<file path="src/sv/fhd_pkg.sv">
// ----------------------------------------------------------------------------
// Fragment header deframer package
// Result beat type and header constants shared by the parser, queue and top.
// ----------------------------------------------------------------------------
package fhd_pkg;

  localparam logic [7:0] FlagFirst     = 8'h01;
  localparam logic [7:0] FlagLast      = 8'h02;
  localparam logic [7:0] FlagEncrypted = 8'h08;
  localparam int unsigned SkipBytes    = 4;

  localparam logic [1:0] IdxChannel   = 2'd0;
  localparam logic [1:0] IdxFlags     = 2'd1;
  localparam logic [1:0] IdxLenHigh   = 2'd2;
  localparam logic [1:0] IdxLenLow    = 2'd3;
  localparam logic [1:0] IdxSkipFinal = 2'(SkipBytes - 1);

  typedef enum logic [2:0] {
    PhHeader  = 3'b001,
    PhSkip    = 3'b010,
    PhPayload = 3'b100
  } phase_e;

  typedef struct packed {
    logic [7:0] payload_byte;
    logic [7:0] channel_id;
    logic       first_fragment;
    logic       last_fragment;
    logic       encrypted;
    logic       empty_payload;
    logic       end_of_frame;
  } result_t;

endpackage

</file>
<file path="src/sv/fhd_parser.sv">
// ----------------------------------------------------------------------------
// Fragment header parser
// Accepts stream bytes, tracks header, skip and payload phases and pushes
// one result beat per payload byte or empty fragment into the queue.
// ----------------------------------------------------------------------------
module fhd_parser import fhd_pkg::*; (
  input  logic       clk_i,
  input  logic       rst_ni,
  input  logic       accept_i,
  input  logic [7:0] data_byte_i,
  output logic       push_o,
  output result_t    result_o
);

  phase_e      phase_q, phase_d;
  logic [1:0]  idx_q, idx_d;
  logic [7:0]  chan_q, chan_d;
  logic [2:0]  flags_q, flags_d;
  logic [15:0] rem_q, rem_d;
  logic [15:0] len_full;
  logic        emit;
  logic        emit_empty;
  logic        emit_eof;

  assign len_full = {rem_q[15:8], data_byte_i};

  always_comb begin
    phase_d    = phase_q;
    idx_d      = idx_q;
    chan_d     = chan_q;
    flags_d    = flags_q;
    rem_d      = rem_q;
    emit       = 1'b0;
    emit_empty = 1'b0;
    emit_eof   = 1'b0;
    case (phase_q)
      PhPayload: begin
        rem_d    = rem_q - 16'd1;
        emit     = 1'b1;
        emit_eof = (rem_q == 16'd1);
        if (emit_eof) begin
          phase_d = PhHeader;
          idx_d   = IdxChannel;
        end
      end
      PhSkip: begin
        if (idx_q == IdxSkipFinal) begin
          idx_d = IdxChannel;
          if (rem_q == 16'd0) begin
            phase_d    = PhHeader;
            emit       = 1'b1;
            emit_empty = 1'b1;
            emit_eof   = 1'b1;
          end else begin
            phase_d = PhPayload;
          end
        end else begin
          idx_d = idx_q + 2'd1;
        end
      end
      default: begin
        phase_d = PhHeader;
        case (idx_q)
          IdxChannel: begin
            chan_d = data_byte_i;
            idx_d  = IdxFlags;
          end
          IdxFlags: begin
            flags_d = {|(data_byte_i & FlagEncrypted), |(data_byte_i & FlagLast),
                       |(data_byte_i & FlagFirst)};
            idx_d   = IdxLenHigh;
          end
          IdxLenHigh: begin
            rem_d = {data_byte_i, 8'h00};
            idx_d = IdxLenLow;
          end
          default: begin
            rem_d = len_full;
            idx_d = IdxChannel;
            if (flags_q[1:0] == 2'b01) begin
              phase_d = PhSkip;
            end else if (len_full == 16'd0) begin
              emit       = 1'b1;
              emit_empty = 1'b1;
              emit_eof   = 1'b1;
            end else begin
              phase_d = PhPayload;
            end
          end
        endcase
      end
    endcase
  end

  always_ff @(posedge clk_i or negedge rst_ni) begin
    if (!rst_ni) begin
      phase_q <= PhHeader;
      idx_q   <= IdxChannel;
      chan_q  <= 8'h00;
      flags_q <= 3'b000;
      rem_q   <= 16'd0;
    end else if (accept_i) begin
      phase_q <= phase_d;
      idx_q   <= idx_d;
      chan_q  <= chan_d;
      flags_q <= flags_d;
      rem_q   <= rem_d;
    end
  end

  assign push_o                  = accept_i & emit;
  assign result_o.payload_byte   = emit_empty ? 8'h00 : data_byte_i;
  assign result_o.channel_id     = chan_q;
  assign result_o.first_fragment = flags_q[0];
  assign result_o.last_fragment  = flags_q[1];
  assign result_o.encrypted      = flags_q[2];
  assign result_o.empty_payload  = emit_empty;
  assign result_o.end_of_frame   = emit_eof;

  a_payload_nonzero: assert property (@(posedge clk_i) disable iff (!rst_ni)
    phase_q == PhPayload |-> rem_q != 16'd0)
    else $error("payload phase with zero remaining length");

  a_payload_pushes: assert property (@(posedge clk_i) disable iff (!rst_ni)
    (accept_i && phase_q == PhPayload) |-> push_o)
    else $error("payload byte accepted without result");

  a_empty_ends: assert property (@(posedge clk_i) disable iff (!rst_ni)
    (push_o && result_o.empty_payload) |=> phase_q == PhHeader)
    else $error("empty fragment did not return to header phase");

endmodule

</file>
<file path="src/sv/fhd_queue.sv">
// ----------------------------------------------------------------------------
// Result queue
// Short register queue between parser and output channel; the head entry
// drives the output beat directly.
// ----------------------------------------------------------------------------
module fhd_queue import fhd_pkg::*; #(
  parameter int unsigned Depth = 2
) (
  input  logic    clk_i,
  input  logic    rst_ni,
  input  logic    push_i,
  input  result_t push_data_i,
  input  logic    pop_i,
  output logic    full_o,
  output logic    valid_o,
  output result_t head_o
);

  localparam int unsigned PtrW = $clog2(Depth);
  localparam int unsigned CntW = $clog2(Depth + 1);

  result_t          mem_q [Depth];
  logic [PtrW-1:0]  wr_ptr_q, wr_ptr_d;
  logic [PtrW-1:0]  rd_ptr_q, rd_ptr_d;
  logic [CntW-1:0]  count_q, count_d;
  logic             do_push;
  logic             do_pop;

  assign full_o  = (count_q == CntW'(Depth));
  assign valid_o = (count_q != '0);
  assign do_push = push_i & ~full_o;
  assign do_pop  = pop_i & valid_o;

  always_comb begin
    wr_ptr_d = wr_ptr_q;
    rd_ptr_d = rd_ptr_q;
    count_d  = count_q;
    if (do_push) begin
      wr_ptr_d = (wr_ptr_q == PtrW'(Depth - 1)) ? '0 : wr_ptr_q + 1'b1;
    end
    if (do_pop) begin
      rd_ptr_d = (rd_ptr_q == PtrW'(Depth - 1)) ? '0 : rd_ptr_q + 1'b1;
    end
    if (do_push && !do_pop) begin
      count_d = count_q + 1'b1;
    end else if (do_pop && !do_push) begin
      count_d = count_q - 1'b1;
    end
  end

  always_ff @(posedge clk_i or negedge rst_ni) begin
    if (!rst_ni) begin
      wr_ptr_q <= '0;
      rd_ptr_q <= '0;
      count_q  <= '0;
    end else begin
      wr_ptr_q <= wr_ptr_d;
      rd_ptr_q <= rd_ptr_d;
      count_q  <= count_d;
    end
  end

  always_ff @(posedge clk_i) begin
    if (do_push) begin
      mem_q[wr_ptr_q] <= push_data_i;
    end
  end

  assign head_o = mem_q[rd_ptr_q];

  a_count_bound: assert property (@(posedge clk_i) disable iff (!rst_ni)
    count_q <= CntW'(Depth))
    else $error("queue count beyond depth");

  a_no_lost_push: assert property (@(posedge clk_i) disable iff (!rst_ni)
    push_i |-> !full_o)
    else $error("result pushed into full queue");

  a_head_held: assert property (@(posedge clk_i) disable iff (!rst_ni)
    (valid_o && !pop_i) |=> (valid_o && $stable(rd_ptr_q)))
    else $error("queue head moved without pop");

endmodule

</file>
<file path="src/sv/fragment_header_deframer_top.sv">
// ----------------------------------------------------------------------------
// Fragment header deframer
// Queueing: each result beat is written into the queue when the byte that causes it is accepted.
// Throughput: one byte per cycle; input stalls only while the result queue
// is full, so output stall backs up after QueueDepth results.
// Reset: parser returns to the header phase with cleared fields; queue empties.
// ----------------------------------------------------------------------------
module fragment_header_deframer_top import fhd_pkg::*; #(
  parameter int unsigned QueueDepth = 2
) (
  input  logic       clk_i,
  input  logic       rst_ni,
  input  logic       in_valid_i,
  output logic       in_stall_o,
  input  logic [7:0] data_byte_i,
  output logic       out_valid_o,
  input  logic       out_stall_i,
  output logic [7:0] payload_byte_o,
  output logic [7:0] channel_id_o,
  output logic       first_fragment_o,
  output logic       last_fragment_o,
  output logic       encrypted_o,
  output logic       empty_payload_o,
  output logic       end_of_frame_o
);

  logic    accept;
  logic    push;
  logic    full;
  result_t result;
  result_t head;

  assign in_stall_o = full;
  assign accept     = in_valid_i & ~full;

  fhd_parser u_parser (
    .clk_i       (clk_i),
    .rst_ni      (rst_ni),
    .accept_i    (accept),
    .data_byte_i (data_byte_i),
    .push_o      (push),
    .result_o    (result)
  );

  fhd_queue #(
    .Depth (QueueDepth)
  ) u_queue (
    .clk_i       (clk_i),
    .rst_ni      (rst_ni),
    .push_i      (push),
    .push_data_i (result),
    .pop_i       (~out_stall_i),
    .full_o      (full),
    .valid_o     (out_valid_o),
    .head_o      (head)
  );

  assign payload_byte_o   = head.payload_byte;
  assign channel_id_o     = head.channel_id;
  assign first_fragment_o = head.first_fragment;
  assign last_fragment_o  = head.last_fragment;
  assign encrypted_o      = head.encrypted;
  assign empty_payload_o  = head.empty_payload;
  assign end_of_frame_o   = head.end_of_frame;

endmodule
</file>
<file path="config.mk">
export PLATFORM = sky130hd
export DESIGN_NAME = fragment_header_deframer_top
export DESIGN_NICKNAME = d
export VERILOG_FILES = /design/src/sv/fhd_pkg.sv /design/src/sv/fhd_parser.sv /design/src/sv/fhd_queue.sv /design/src/sv/fragment_header_deframer_top.sv
export SDC_FILE = /design/constraint.sdc
export NUM_CORES = 1
export LEC_CHECK = 0
export BUFFER_PORTS_ARGS = -buffer_cell sky130_fd_sc_hd__buf_2
export CORE_ASPECT_RATIO = 1.2
export CORE_MARGIN = 5
export CORE_UTILIZATION = 50
export CTS_CLUSTER_DIAMETER = 40
export DETAILED_ROUTE_END_ITERATION = 10
export PLACE_DENSITY = 0.66
export RECOVER_POWER = 25
export SYNTH_ARGS = -nofsm -noshare
export SYNTH_HDL_FRONTEND = slang
export SYNTH_HIERARCHICAL = 1
export SYNTH_SLANG_ARGS = --single-unit
</file>
<file path="constraint.sdc">
create_clock -name clk_i -period 6.51 [get_ports clk_i]
set_clock_uncertainty 0.1 [all_clocks]
set_input_delay 1.302 -clock clk_i [delete_from_list [all_inputs] [get_ports clk_i]]
set_output_delay 1.302 -clock clk_i [all_outputs]
set_load 0.02 [all_outputs]
</file>
; ---- Word-level counts from Yosys, hierarchy flattened
; Memories as Yosys holds them, arrays and structs flattened.
; Index checks and enable logic that the tools add are counted.
[op_classes]
n_addsub = 6
eq_ne = 11
mux = 28
bitwise = 8
reduce_logical = 19
[ops]
columns = operator, count
row1 = $pmux 16 s2, 2
row2 = $logic_not 16->1, 2
row3 = $mux 3, 6
row4 = $eq 16x1->1 const B, 1
row5 = $sub 16x1->16 const B, 1
row6 = $reduce_and 3->1, 4
row7 = $mux 1, 9
row8 = $mux 2, 4
row9 = $mux 8, 1
row10 = $eq 2x2->1 const B, 3
row11 = $ne 2x1->1 const B, 3
row12 = $pmux 1 s2, 3
row13 = $pmux 2 s3, 1
row14 = $pmux 3 s2, 1
row15 = $reduce_bool 2->1, 3
row16 = $add 2x1->2 const B, 2
row17 = $and 1x1->1, 4
row18 = $eq 2x1->1 const B, 2
row19 = $not 1->1, 4
row20 = $pmux 2 s2, 1
row21 = $reduce_and 4->1, 1
row22 = $reduce_or 2->1, 2
row23 = $eq 3x2->1 const B, 1
row24 = $eq 3x3->1 const B, 1
row25 = other kinds (7), 10
[word_totals]
reg_bits = 36
mem_bits_rw = 42
n_memories = 1
[mem_list]
columns = memory, depth, word_bits, rd, rd_ports_with_merged_regs, wr, line_no
row1 = u_queue.mem_q, 2, 21, 1, 0, 1, fhd_queue.sv:22  ; result_t mem_q [Depth];

; ---- Longest topological paths before layout
[logic_depth]
depth_word = 11
depth_mapped = 14
depth_no_buf = 13

; ---- By module
; Netlist, hierarchy kept.
[by_module_without_submodules]
columns = mod, n_inst, cells_each, area_per_inst_um2, seq_area_each_um2
row1 = fhd_parser, 1, 231, 2134.5, 802.0
row2 = fhd_queue, 1, 84, 1799.2, 1361.3
row3 = fragment_header_deframer_top, 1, 2, 17.5, 0.0

; ---- Worst setup path after synthesis
; Ideal clock, no wire load.
[synth_path]
path_kind = input -> register
from = in data_byte_i[3]
to = mem u_queue/mem_q[0][0] in the netlist's numbering (enable)
setup_time_ns = 0.399
arrival_ns = 3.318
setup_slack_ns = 2.694
stages = 8
path_buffers = 1
path_cell_list = nor4_1 > nand3_1 > nor4_1 > a31oi_2 > buf_6 > a21boi_2 > nand2_1 > nor2_1
[synth_via]
elab_chain_cells = 9
[synth_lines]
columns = element, line_no
row1 = start: declaration, fragment_header_deframer_top.sv:15  ; input logic [7:0] data_byte_i,
row2 = $logic_not 16->1, fhd_parser.sv:82  ; end else if (len_full == 16'd0) begin
row3 = $mux 1, fhd_parser.sv:82
row4 = $mux 1, fhd_parser.sv:80  ; if (flags_q[1:0] == 2'b01) begin
row5 = $mux 1, fhd_parser.sv:63  ; case (idx_q)
row6 = $pmux 1 s2, fhd_parser.sv:36  ; case (phase_q)
row7 = $and 1x1->1, fhd_parser.sv:111  ; assign push_o = accept_i & emit;
row8 = via push, fragment_header_deframer_top.sv:28  ; logic push;
row9 = $and 1x1->1, fhd_queue.sv:31  ; assign do_push = push_i & ~full_o;
row10 = $mux 1, fhd_queue.sv:64  ; if (do_push) begin
row11 = $mux 1 (implied by the code), fhd_queue.sv:65  ; mem_q[wr_ptr_q] <= push_data_i;
row12 = end: declaration, fhd_queue.sv:22
; The timed path passes the listed nets, and every way through them passes these cells.

; ---- Worst setup path in the final report
[layout_path]
from = in data_byte_i[3]
to = mem u_queue/mem_q[1][9] in the netlist's numbering (enable)
; Same word-level chain as after synthesis.

==> run_results.csv <==
group,metric,value,unit
floorplan,initial_core_util,51.3,%
floorplan,die_h,107,um
timing,setup_viol,0,
routing,dr.pass1.iters,4,
routing,ant_nets,0,
pwr,power.density,438,mW/mm^2
clock_network,postCtsHoldBufs,0,
global_route,grt_max_degree,37,
timing,max_freq,283,MHz
clock_network,htreeDepth,3,
synth,synthArstFlopShare,46.2,%
floorplan,placementRows,35,
synth,yosys_register_bits,78,
layout,drive_gt1_share,31.5,%
synth,synthCells,317,
synth,synth_area_per_cell,12.5,sq um
pwr,p_clk_share,20.9,%
synth,netlist_area,0.00395,sq mm
pwr,power.switching,0.729,mW
layout,fin_cells,448,
worst_setup_path,endpoint_kind,"flip-flop",
timing,fin_ws,2.97,ns
pwr,swShare,37.9,%
timing,final-max-slew-violation-count,37,
layout,final_common_cell,"edfxtp_1",
synth,synth_top_area_share,31.9,%
layout,final_cell_mix,"42 x edfxtp_1, 35 x dfrtp_1, 33 x buf_2",
outcome,outcome,"finished with violations",
clock_network,cts_tree,"yes",
routing,wl_per_cell,18.2,um
clock_network,insertion_delay,0.34,ns
placement,io_buffers,34,
global_route,antenna_found_initial,0,
run,maxCapViolCount,1,
global_route,grt_pass1_vias,2524,
clock_network,ctsResizeCount,0,
timing,max_slew_margin,-33.6,%
placement,dp_hpwl,5790,um
placement,place_inst,432,
synth,yosys_warnings,6,
outcome,violations,"max-capacitance violations, max-slew violations",
pwr,seq_power_share,41.5,%
worst_setup_path,worst_ep_arrival_time,3.40,ns
layout,fin_nets,371,
routing,vias,2623,
clock_network,post_cts_buffers,0,
floorplan,fp.dieW,91.2,um
worst_setup_path,cp.required,6.38,ns
layout,syn_to_final_growth,11.1,%
clock_network,clk_path_buf_depth,2,
floorplan,ios,35,
synth,synth_ff_type,"edfxtp_1",
placement,dp_slack,2.58,ns
global_route,grt_pass1_wl,13100,um
layout,antenna_cells,0,
pwr,p_comb_share,37.6,%
synth,yosysTopAreaCell,"edfxtp_1",
clock_network,numCtsBuffers,9,
timing,worstMarginPinSlew,2.00,ns
synth,ys_types,62,
timing,rsz0062_at_grt,"false",
worst_setup_path,start_kind,"primary input",
synth,synth_edf_count,42,
pwr,p_int,1.19,mW
floorplan,core,0.00771,sq mm
routing,routed_wl,8160,um
global_route,overflow,0,
placement,place_congestion,0.889,
floorplan,die-area,0.00979,sq mm
pwr,fin_total_pwr,1.92,mW
timing,finalHoldViolCount,0,
synth,yosys-top-cells-area,"edfxtp_1 32%, dfrtp_1 22%, mux2_4 7.2%",
timing,fin_crit_sh,54.3,%
pwr,vdd_drop_max,186,uV
routing,drt_iter0_drc,121,
pwr,leakage,1.77,nW
worst_setup_path,crit_fanout,21,
synth,synth.net_count,337,
timing,tns,0,ns
clock_network,root_buffer,"clkbuf_8",
hold_path,hold_path_class,"reg2reg",
synth,ys_seq_area_share,54.7,%
routing,drc,0,
timing,fin_crit,3.54,ns
worst_setup_path,worstSetupPathType,"in2reg",
clock_network,cts.sinks,78,
global_route,track_usage,16.9,%
clock_network,clk_pin_slew_worst_paths,0.08,ns
routing,avgViaCountPerCell,5.85,
-- path summary, 6_finish.rpt --
kind,startpoint,to,slack (ns),depth (start not counted)
worst max-delay path,data_byte_i[3],u_queue/mem_q[1][9],2.97,7
worst min-delay path,u_parser/chan_q[0],u_queue/mem_q[0][5],0.39,0
worst max register to register,u_parser/rem_q[0],u_queue/mem_q[1][9],3.15,8
worst min register to register,u_parser/chan_q[0],u_queue/mem_q[0][5],0.39,0
max in group asynchronous,rst_ni,u_parser/chan_q[7],3.74,1
min in group asynchronous,rst_ni,u_parser/idx_q[0],1.42,1
-- state kept, by name (all words and copies together), names as in the netlist --
register	flops
u_parser/rem_q	16
u_parser/phase_q	3
u_parser/flags_q	3
u_parser/chan_q	8
u_parser/idx_q	2
u_queue/wr_ptr_q	1
u_queue/count_q	2
u_queue/mem_q	42
u_queue/rd_ptr_q	1
-- metal layers --
| metal | track usage (%) | up-vias | wire length, um | share of wire (%) |
|---|---|---|---|---|
| li1 | - | 1243 | - | - |
| met5 | 0 | - | 0 | 0 |
| met2 | 28.1 | 78 | 4110 | 50 |
| met4 | 6.08 | 0 | 142 | 1.7 |
| met1 | 22.0 | 1286 | 3530 | 43 |
| met3 | 3.43 | 16 | 375 | 4.6 |
-- final cells by class --
| class | count | area [sq um] |
|---|---|---|
| Timing Repair Buffer | 38 | 199 |
| Tap cell | 92 | 115 |
| Inverter | 14 | 52.6 |
| Clock buffer | 10 | 128 |
| Sequential cell | 78 | 2160 |
| Clock inverter | 6 | 93.8 |
| Fill cell | 646 | 3320 |
| Multi-Input combinational cell | 210 | 1640 |
-- critical path: stages --
cell	delay, ns
buf_2	0.14
nor4_1	0.26
nand3_1	0.12
nor4_1	0.38
a31oi_2	0.18
a21boi_2	0.20
and3_1	0.80
-- through the flow --
stage	util (%)	instance area [sq um]	hold WS [ns]
4_1_cts	57.0	4390	0.391
2_1_floorplan	-	3950	0.337
6_report	57.0	4390	0.387
3_5_place_dp	54.1	4170	0.369
3_3_place_gp	54.1	4170	0.359
5_1_grt	57.0	4390	0.396
-- cells by family after synthesis --
family	share of synthesized area, %
xor+xnor	1.33
simple gates	14.0
flops	54.7
buf+inv	3.86
mux	11.2
compound gates	12.3
fa+ha+maj	2.53
-- synth_stat cells, types with 2 or more instances --
cell,number
xor2_1,2
nand4_1,2
a21oi_1,19
ha_1,8
a2bb2oi_1,2
a22oi_1,3
nor4_1,3
nand2_1,10
nand3_1,9
and3_1,3
nor3b_1,3
dfrtp_1,35
or2_2,4
a41oi_1,5
and2_4,7
nand2b_1,4
a32oi_1,3
buf_4,2
clkbuf_1,4
nor2_1,21
a211oi_1,2
a31oi_1,2
edfxtp_1,42
mux2_2,13
o22ai_1,2
buf_2,5
nor3_1,6
o211ai_1,4
xnor2_1,4
inv_1,14
buf_6,4
o21ai_0,22
mux2_4,19
-- power groups by stage --
stage	clock [mW]	combinational (mW)	sequential, mW
floorplan	0	0.594	0.753
detailed placement	0	0.722	0.808
finish	0.402	0.723	0.799
CTS	0.413	0.726	0.798
global route	0.434	0.795	0.816
global placement	0	0.714	0.802
No activity file was read; power rests on OpenSTA's default activity.
